===== src/hdl/sif_pkg.sv =====
// sif_pkg: shared types, constants and defaults for the sorted interval overlap flagger
// no dependencies
`timescale 1ns / 1ps

package sif_pkg;

  localparam int DefQueueDepth = 8;
  localparam int DefChromBits = 10;
  localparam int ChromFieldW = 10;
  localparam int PosW = 32;
  localparam int WideW = PosW + 2;
  localparam int ClassW = 3;
  localparam int TagW = 32;
  localparam int FlagW = 3;
  localparam int FrontDepth = 2;
  localparam int OutDepth = 4;

  localparam logic [FlagW-1:0] FlgNone = 3'b000;
  localparam logic [FlagW-1:0] FlgDiff = 3'b001;
  localparam logic [FlagW-1:0] FlgClus = 3'b010;
  localparam logic [FlagW-1:0] FlgSame = 3'b100;

  localparam logic ModeInterval = 1'b0;
  localparam logic ModeFlush = 1'b1;

  typedef struct packed {
    logic                   mode;
    logic [ChromFieldW-1:0] chrom_id;
    logic [PosW-1:0]        start_pos;
    logic [PosW-1:0]        end_pos;
    logic [ClassW-1:0]      var_class;
    logic [TagW-1:0]        item_tag;
  } in_t;

  typedef struct packed {
    logic [TagW-1:0]        out_tag;
    logic [ChromFieldW-1:0] out_chrom;
    logic [PosW-1:0]        out_start;
    logic [PosW-1:0]        out_end;
    logic [ClassW-1:0]      out_class;
    logic                   flag_diff_class;
    logic                   flag_cluster_error;
    logic                   flag_same_class;
    logic                   flag_overflow;
    logic                   last;
  } out_t;

  // classified request handed from front to engine
  typedef struct packed {
    logic                   flush;
    logic [ChromFieldW-1:0] chrom;
    logic [PosW-1:0]        start_pos;
    logic [PosW-1:0]        end_pos;
    logic [ClassW-1:0]      var_class;
    logic [TagW-1:0]        item_tag;
    logic                   ins;
    logic [WideW-1:0]       ws;
    logic [WideW-1:0]       we;
  } cls_item_t;

endpackage


===== src/hdl/sorted_interval_overlap_flagger.sv =====
// sorted_interval_overlap_flagger: top level, front queue, engine and result queue
// depends on sif_pkg, sif_front, sif_engine, sif_outq
//
//   channel   handshake      payload   accepted when
//   request   push / full    item      push && !full
//   result    empty / pop    result    pop && !empty
//
// a request is registered into the front queue; the engine then emits its results and
// closes with the append, or on a flush with the check that finds the queue empty;
// the result queue registers each result before it shows; unless that queue is full,
// the engine retires one queue entry per cycle through its single head port
// rst is synchronous; it clears queue counts and pointers, not entry storage
// a full result queue stalls the engine, and a busy engine backs up the front queue
`timescale 1ns / 1ps

module sorted_interval_overlap_flagger import sif_pkg::*; #(
  parameter int QUEUE_DEPTH = DefQueueDepth,
  parameter int CHROM_BITS  = DefChromBits
) (
  input  logic clk,
  input  logic rst,
  input  logic push,
  output logic full,
  input  in_t  item,
  output logic empty,
  input  logic pop,
  output out_t result
);

  cls_item_t head;
  logic      avail;
  logic      take;
  logic      room;
  logic      wr;
  out_t      wdata;

  sif_front u_front (
    .clk   (clk),
    .rst   (rst),
    .push  (push),
    .full  (full),
    .item  (item),
    .avail (avail),
    .take  (take),
    .head  (head)
  );

  sif_engine #(
    .QUEUE_DEPTH (QUEUE_DEPTH),
    .CHROM_BITS  (CHROM_BITS)
  ) u_engine (
    .clk   (clk),
    .rst   (rst),
    .avail (avail),
    .nxt   (head),
    .take  (take),
    .room  (room),
    .wr    (wr),
    .wdata (wdata)
  );

  sif_outq u_outq (
    .clk    (clk),
    .rst    (rst),
    .wr     (wr),
    .wdata  (wdata),
    .room   (room),
    .empty  (empty),
    .pop    (pop),
    .result (result)
  );

endmodule


===== src/hdl/sif_front.sv =====
// sif_front: accepts requests, classifies them (flush, insertion, widened span)
// and holds them in a short queue for the engine; depends on sif_pkg
`timescale 1ns / 1ps

module sif_front import sif_pkg::*; (
  input  logic      clk,
  input  logic      rst,
  input  logic      push,
  output logic      full,
  input  in_t       item,
  output logic      avail,
  input  logic      take,
  output cls_item_t head
);

  localparam int PtrW = $clog2(FrontDepth);
  localparam int CntW = $clog2(FrontDepth + 1);

  cls_item_t            slots [FrontDepth];
  cls_item_t            cls;
  logic [PtrW-1:0]      wr_ptr;
  logic [PtrW-1:0]      rd_ptr;
  logic [CntW-1:0]      cnt;
  logic                 do_wr;
  logic                 do_rd;

  always_comb begin
    cls.flush     = (item.mode == ModeFlush);
    cls.chrom     = item.chrom_id;
    cls.start_pos = item.start_pos;
    cls.end_pos   = item.end_pos;
    cls.var_class = item.var_class;
    cls.item_tag  = item.item_tag;
    cls.ins       = (item.start_pos == item.end_pos);
    // insertions widen by one on each side
    cls.ws        = WideW'(item.start_pos) - WideW'(cls.ins);
    cls.we        = WideW'(item.end_pos) + WideW'(cls.ins);
  end

  assign full  = (cnt == CntW'(FrontDepth));
  assign avail = (cnt != '0);
  assign head  = slots[rd_ptr];
  assign do_wr = push && !full;
  assign do_rd = take && avail;

  always_ff @(posedge clk) begin
    if (rst) begin
      wr_ptr <= '0;
      rd_ptr <= '0;
      cnt    <= '0;
    end else begin
      if (do_wr) wr_ptr <= wr_ptr + PtrW'(1);
      if (do_rd) rd_ptr <= rd_ptr + PtrW'(1);
      if (do_wr && !do_rd) cnt <= cnt + CntW'(1);
      else if (do_rd && !do_wr) cnt <= cnt - CntW'(1);
    end
  end

  always_ff @(posedge clk) begin
    if (do_wr) slots[wr_ptr] <= cls;
  end

endmodule


===== src/hdl/sif_engine.sv =====
// sif_engine: interval queue, head retirement, append and parallel overlap compare
// depends on sif_pkg
`timescale 1ns / 1ps

module sif_engine import sif_pkg::*; #(
  parameter int QUEUE_DEPTH = DefQueueDepth,
  parameter int CHROM_BITS  = DefChromBits
) (
  input  logic      clk,
  input  logic      rst,
  input  logic      avail,
  input  cls_item_t nxt,
  output logic      take,
  input  logic      room,
  output logic      wr,
  output out_t      wdata
);

  localparam int CntW   = $clog2(QUEUE_DEPTH + 1);
  localparam int ChromW = (CHROM_BITS < ChromFieldW) ? CHROM_BITS : ChromFieldW;

  cls_item_t          cur;
  logic               cur_valid;
  logic [CntW-1:0]    count;
  logic               ovf_done;

  logic [ChromW-1:0]  e_chrom [QUEUE_DEPTH];
  logic [PosW-1:0]    e_start [QUEUE_DEPTH];
  logic [PosW-1:0]    e_end   [QUEUE_DEPTH];
  logic [ClassW-1:0]  e_class [QUEUE_DEPTH];
  logic [TagW-1:0]    e_tag   [QUEUE_DEPTH];
  logic [FlagW-1:0]   e_flags [QUEUE_DEPTH];
  logic               e_ins   [QUEUE_DEPTH];
  logic [WideW-1:0]   e_ws    [QUEUE_DEPTH];
  logic [WideW-1:0]   e_we    [QUEUE_DEPTH];

  logic [QUEUE_DEPTH-1:0] ovl;
  logic [FlagW-1:0]       fl [QUEUE_DEPTH];
  logic [FlagW-1:0]       new_flags;
  logic                   emit;
  logic                   ovf;
  logic                   lst;
  logic                   do_pop;
  logic                   do_app;
  logic                   done;

  // one overlap lane per queue entry
  always_comb begin
    logic lane_v;
    logic span_hit;
    new_flags = FlgNone;
    for (int i = 0; i < QUEUE_DEPTH; i++) begin
      lane_v = (CntW'(i) < count);
      if (e_ins[i] && cur.ins) begin
        span_hit = (e_start[i] == cur.start_pos);
      end else begin
        span_hit = ($signed(e_ws[i]) < $signed(cur.we)) &&
                   ($signed(cur.ws) < $signed(e_we[i]));
      end
      ovl[i] = lane_v && (e_chrom[i] == cur.chrom[ChromW-1:0]) && span_hit;
      if (!ovl[i]) begin
        fl[i] = FlgNone;
      end else if (e_class[i] != cur.var_class) begin
        fl[i] = FlgDiff;
      end else if (e_start[i] == cur.start_pos && e_end[i] == cur.end_pos) begin
        fl[i] = FlgClus;
      end else begin
        fl[i] = FlgSame;
      end
      new_flags = new_flags | fl[i];
    end
  end

  always_comb begin
    emit   = 1'b0;
    ovf    = 1'b0;
    lst    = 1'b0;
    do_app = 1'b0;
    done   = 1'b0;
    if (cur_valid) begin
      if (cur.flush) begin
        if (count == '0) begin
          done = 1'b1;
        end else begin
          emit = 1'b1;
          lst  = (count == CntW'(1));
        end
      end else if (ovf_done) begin
        // forced-out head already gone, append without another retire pass
        do_app = 1'b1;
        done   = 1'b1;
      end else if (count != '0 && !ovl[0]) begin
        emit = 1'b1;
        lst  = (count == CntW'(1)) || ovl[1];
      end else if (count == CntW'(QUEUE_DEPTH)) begin
        emit = 1'b1;
        ovf  = 1'b1;
        lst  = 1'b1;
      end else begin
        do_app = 1'b1;
        done   = 1'b1;
      end
    end
    do_pop = emit && room;
    wr     = do_pop;
    take   = avail && (!cur_valid || done);
  end

  always_comb begin
    wdata.out_tag            = e_tag[0];
    wdata.out_chrom          = ChromFieldW'(e_chrom[0]);
    wdata.out_start          = e_start[0];
    wdata.out_end            = e_end[0];
    wdata.out_class          = e_class[0];
    wdata.flag_diff_class    = |(e_flags[0] & FlgDiff);
    wdata.flag_cluster_error = |(e_flags[0] & FlgClus);
    wdata.flag_same_class    = |(e_flags[0] & FlgSame);
    wdata.flag_overflow      = ovf;
    wdata.last               = lst;
  end

  always_ff @(posedge clk) begin
    if (rst) begin
      cur_valid <= 1'b0;
      count     <= '0;
      ovf_done  <= 1'b0;
    end else begin
      if (take) cur_valid <= 1'b1;
      else if (done) cur_valid <= 1'b0;
      if (do_pop) count <= count - CntW'(1);
      else if (do_app) count <= count + CntW'(1);
      if (done) ovf_done <= 1'b0;
      else if (do_pop && ovf) ovf_done <= 1'b1;
    end
  end

  always_ff @(posedge clk) begin
    if (take) cur <= nxt;
    for (int i = 0; i < QUEUE_DEPTH; i++) begin
      if (do_pop) begin
        if (i < QUEUE_DEPTH - 1) begin
          e_chrom[i] <= e_chrom[i+1];
          e_start[i] <= e_start[i+1];
          e_end[i]   <= e_end[i+1];
          e_class[i] <= e_class[i+1];
          e_tag[i]   <= e_tag[i+1];
          e_flags[i] <= e_flags[i+1];
          e_ins[i]   <= e_ins[i+1];
          e_ws[i]    <= e_ws[i+1];
          e_we[i]    <= e_we[i+1];
        end
      end else if (do_app) begin
        if (CntW'(i) == count) begin
          e_chrom[i] <= cur.chrom[ChromW-1:0];
          e_start[i] <= cur.start_pos;
          e_end[i]   <= cur.end_pos;
          e_class[i] <= cur.var_class;
          e_tag[i]   <= cur.item_tag;
          e_flags[i] <= new_flags;
          e_ins[i]   <= cur.ins;
          e_ws[i]    <= cur.ws;
          e_we[i]    <= cur.we;
        end else begin
          e_flags[i] <= e_flags[i] | fl[i];
        end
      end
    end
  end

endmodule


===== src/hdl/sif_outq.sv =====
// sif_outq: result queue between the engine and the result port
// depends on sif_pkg
`timescale 1ns / 1ps

module sif_outq import sif_pkg::*; (
  input  logic clk,
  input  logic rst,
  input  logic wr,
  input  out_t wdata,
  output logic room,
  output logic empty,
  input  logic pop,
  output out_t result
);

  localparam int PtrW = $clog2(OutDepth);
  localparam int CntW = $clog2(OutDepth + 1);

  out_t            slots [OutDepth];
  logic [PtrW-1:0] wr_ptr;
  logic [PtrW-1:0] rd_ptr;
  logic [CntW-1:0] cnt;
  logic            do_wr;
  logic            do_rd;

  assign room   = (cnt != CntW'(OutDepth));
  assign empty  = (cnt == '0);
  assign result = slots[rd_ptr];
  assign do_wr  = wr && room;
  assign do_rd  = pop && !empty;

  always_ff @(posedge clk) begin
    if (rst) begin
      wr_ptr <= '0;
      rd_ptr <= '0;
      cnt    <= '0;
    end else begin
      if (do_wr) wr_ptr <= wr_ptr + PtrW'(1);
      if (do_rd) rd_ptr <= rd_ptr + PtrW'(1);
      if (do_wr && !do_rd) cnt <= cnt + CntW'(1);
      else if (do_rd && !do_wr) cnt <= cnt - CntW'(1);
    end
  end

  always_ff @(posedge clk) begin
    if (do_wr) slots[wr_ptr] <= wdata;
  end

endmodule


===== config.mk =====
export PLATFORM = sky130hd
export DESIGN_NAME = sorted_interval_overlap_flagger
export DESIGN_NICKNAME = d
export VERILOG_FILES = /design/src/hdl/sif_pkg.sv /design/src/hdl/sorted_interval_overlap_flagger.sv /design/src/hdl/sif_front.sv /design/src/hdl/sif_engine.sv /design/src/hdl/sif_outq.sv
export SDC_FILE = /design/constraint.sdc
export NUM_CORES = 2
export LEC_CHECK = 0
export ABC_AREA = 1
export ABC_CLOCK_PERIOD_IN_PS = 21400
export BUFFER_PORTS_ARGS = -buffer_cell sky130_fd_sc_hd__buf_2
export CELL_PAD_IN_SITES_DETAIL_PLACEMENT = 0
export CELL_PAD_IN_SITES_GLOBAL_PLACEMENT = 1
export CORE_MARGIN = 4
export CORE_UTILIZATION = 51
export CTS_BUF_LIST = sky130_fd_sc_hd__clkbuf_8
export CTS_CLUSTER_SIZE = 30
export DETAILED_ROUTE_END_ITERATION = 16
export PLACE_DENSITY_LB_ADDON = 0.3
export SETUP_SLACK_MARGIN = 0.1
export SLEW_MARGIN = 15
export SYNTH_ARGS = -nofsm -noshare
export SYNTH_HDL_FRONTEND = slang
export SYNTH_SLANG_ARGS = --single-unit

===== constraint.sdc =====
create_clock -name clk -period 21.4 [get_ports clk]
set_clock_uncertainty 0.2 [all_clocks]
set_input_delay 1.07 -clock clk [delete_from_list [all_inputs] [get_ports clk]]
set_output_delay 1.07 -clock clk [all_outputs]
set_load 0.005 [all_outputs]

==> results.cfg <==
[clock_network]
clkTransAtPathRegs_ns = 0.06
holdBufCountCts = 77
root_buffer = clkbuf_8
postCtsSetupBuffers = 0
cts_buffers = 419
post_cts_resized = 0
h-tree-depth = 5
clock_path_buffers = 4
clock-sinks = 2438
insertion_delay_ns = 1.13
cts_tree = done

[power]
power.leakage_uw = 0.0522
p_int_uw = 11100
power_frac_seq_pct = 45.6
clock_power_share_pct = 21.0
ir_worst_vdd_mv = 0.123
swShare_pct = 40.5
powerDensity_nw_per_um2 = 144
power.switching_uw = 7540
share_comb_of_total_power_pct = 33.4

[critical_path]
r2r-start = u_engine.cur[45]
crit_fanout = 82
ff2ff_setup_slack_ns = 13.27
crit_path_start_kind = register
reg2regPathDepth = 20
required_ns = 21.87
arrival_ns = 8.60
timing_worst_setup_path_type = reg2reg
crit_path_end_kind = register
r2r-end = u_engine.e_ws[0][49]

[placement]
place_ws_ns = 13.47
hpwl_um = 243000
numPortBuffers = 229
dpl.cell_count = 14307
place_area_um2 = 121000
gp_congestion = 1.00

[yosys]
synthAdderAreaFrac_pct = 5.45
synth_xor_area_share_pct = 3.14
synth_area_leader_cell = edfxtp_1
synth-compound-area-share_pct = 6.99
synth-seq-cells = 2438
yosysWarnings = 0
synthArstFlopShare_pct = 0
syn_area_per_cell_um2 = 10.2
syn_area_um2 = 117000
synth_edf_count = 2419
synth_common_cells = nand2_1, edfxtp_1, o21ai_0
synth_ff_type = edfxtp_1
synth.mux.area_fraction_pct = 0
yosysMostFrequentCell = nand2_1
ys_types = 53
synth_top_family_by_area = simple AND/OR/NAND/NOR gates
synth_area_leaders = edfxtp_1, nand2_1, ha_1, o21ai_0, inv_1
synth_nets = 12114
synth-simple-area-share_pct = 17.4
ys_seq_area_share_pct = 62.2
synth_top_area_share_pct = 61.9
netlist_instances = 11489

[timing]
finalSetupViolations = 0
finalWorstSetupSlack_ns = 13.27
tightest_slew_ns = 1.18
max_freq_ghz = 0.123
period_needed_ns = 8.13
relSlewSlack_pct = 20.7
rsz0062_at_grt = false
finalCritPeriodShare_pct = 38.0
drv_slew = 0
setup_tns_ns = 0
hold_viol_final = 0

[global_routing]
busiest_layer = met2
grt_use_total_pct = 29.9
grt_use_met1_pct = 42.9
grt_use_met3_pct = 5.98
grt_overflow = 0
use_met2_pct = 46.0
grt_pass1_wl_um = 526000
grt_pass1_vias = 81409
antenna_found_initial = 41
grt_max_degree = 199

[final_layout]
stdcell_area_um2 = 129000
seqCellArea_um2 = 73000
num-fill-cells = 19428
multiInputGateArea_um2 = 38900
fin_cells = 15118
drive_gt1_share_pct = 7.64
area_growth_syn_to_layout_pct = 10.2
layout.nets = 12422

[detailed_routing]
wl_um = 361000
drcViolationCount = 0
drt_iter0_drc = 9744
vias = 85184
vias_per_cell = 5.63
drtAntennaViolNets = 0
dr.pass1.iters = 6
wl_per_cell_um = 23.9

[floorplan]
die_h_um = 488
core-area_um2 = 228000
die_w_um = 488
dieArea_um2 = 238000
io_pins = 230
initial_core_util_pct = 51.4
num_rows = 175

[hold_path]
min-delay-start = item[39]
hold_depth = 1
hold_class = in2reg
worstHoldEndpoint = u_front.slots[0][107]

[run]
cap_violations = 0

[run_status]
status = finished, final reports clean
==> worst max path at each step <==
stage,cells after the start,slack [ns],start,endpoint
after detailed placement,20,13.47,u_engine.cur[45],u_engine.e_we[1][12]
after CTS,18,13.40,u_engine.cur[47],u_engine.e_ws[0][49]
after global routing,20,13.03,u_engine.cur[45],u_engine.e_ws[0][49]
final,20,13.27,u_engine.cur[45],u_engine.e_ws[0][49]
after floorplan,19,5.91,u_engine.cur[25],u_engine.e_chrom[7][0]
after global placement,18,13.53,u_engine.cur[47],u_engine.e_we[1][12]
==> state kept, by name (all words and copies together), names as in the netlist, 3 cells and up, named ones only <==
signal	cells
u_outq.slots	456
u_engine.e_tag	256
u_engine.e_class	24
u_engine.e_end	256
u_engine.e_we	264
u_engine.e_ws	264
u_front.slots	354
u_engine.e_ins	8
u_engine.count	4
u_engine.e_chrom	80
u_engine.e_start	256
u_outq.cnt	3
u_engine.cur	177
u_engine.e_flags	24
==> per-layer routing <==
layer  vias up  wire length (um)
met2      3902            161000
met5         -               133
met4        22             10900
met3       648             34600
li1      39549                 -
met1     41063            155000
==> per-stage QoR <==
stage	power [uW]	hold slack [ns]	utilization, %
final	18600	0.124	56.7
after global routing	19700	0.0445	56.7
after CTS	18600	0.00263	56.7
after detailed placement	14700	0.256	53.1
after global placement	14500	0.244	53.1
after floorplan	12100	0.221	-
==> cell type report <==
| type | count | share of cell area (%) |
|---|---|---|
| multi-input cells | 7635 | 30.0 |
| clock inverters | 299 | 1.23 |
| well taps | 3009 | 2.91 |
| flip-flops and latches | 2438 | 56.4 |
| diodes | 8 | 0.0155 |
| repair buffers | 422 | 2.25 |
| inverters | 881 | 2.59 |
| clock buffers | 426 | 4.53 |
==> cells in the final DEF (no fill, tap or decap), types with 6 or more instances in the layout <==
cell / count
ha_1: 510
diode_2: 8
buf_12: 8
o22ai_1: 132
nor3_1: 105
nand4_1: 177
a21oi_1: 301
xnor2_1: 193
nand2_4: 8
buf_4: 107
edfxtp_1: 2419
bufinv_16: 13
inv_6: 8
o21a_1: 37
or2_2: 27
o21ai_1: 179
nand3_1: 169
xor2_1: 228
nor4_1: 46
dfxtp_1: 16
nand3b_1: 10
o2111ai_1: 6
clkinv_2: 48
inv_1: 982
a21o_1: 11
clkinv_1: 102
o21ai_0: 868
nand2_1: 3924
nor2_4: 12
nor3b_1: 6
inv_2: 12
dlygate4sd3_1: 77
nor2_1: 636
buf_2: 229
o211ai_1: 9
clkbuf_8: 426
==> cell families after synthesis <==
logic type	count (synthesis)
AOI/OAI and AO/OA	1562
DFF	2438
adders and majority gates	511
xor gates and xnor gates	421
buffers and inverters	1416
and+or+nand+nor	5141
==> power by group through the flow <==
| stage | clock network, uW | registers, uW | logic (uW) |
|---|---|---|---|
| global placement | 0 | 8470 | 6050 |
| detailed placement | 0 | 8540 | 6150 |
| CTS | 3960 | 8460 | 6180 |
| finish | 3900 | 8480 | 6220 |
| floorplan | 0 | 8140 | 4000 |
| global route | 4190 | 8620 | 6880 |
==> critical path, stage by stage, from the launching register on <==
cell and delay (ns):
edfxtp_1 0.81, ha_1 0.37, nand2_1 0.08, nand2_1 0.05, nand3_1 0.06, nand2_1 0.08, a21oi_1 0.48, nand2_1 0.23
nand2_1 0.11, nand2_1 0.05, nand2_1 0.06, nand2_1 0.20, nand2_1 0.21, nand2_1 0.16, nand3_2 0.14, nand3_4 0.40
nor2_4 0.93, inv_6 0.54, nand2_4 1.00, buf_4 0.70, buf_4 0.65
Power figures use the tool's default switching activity.
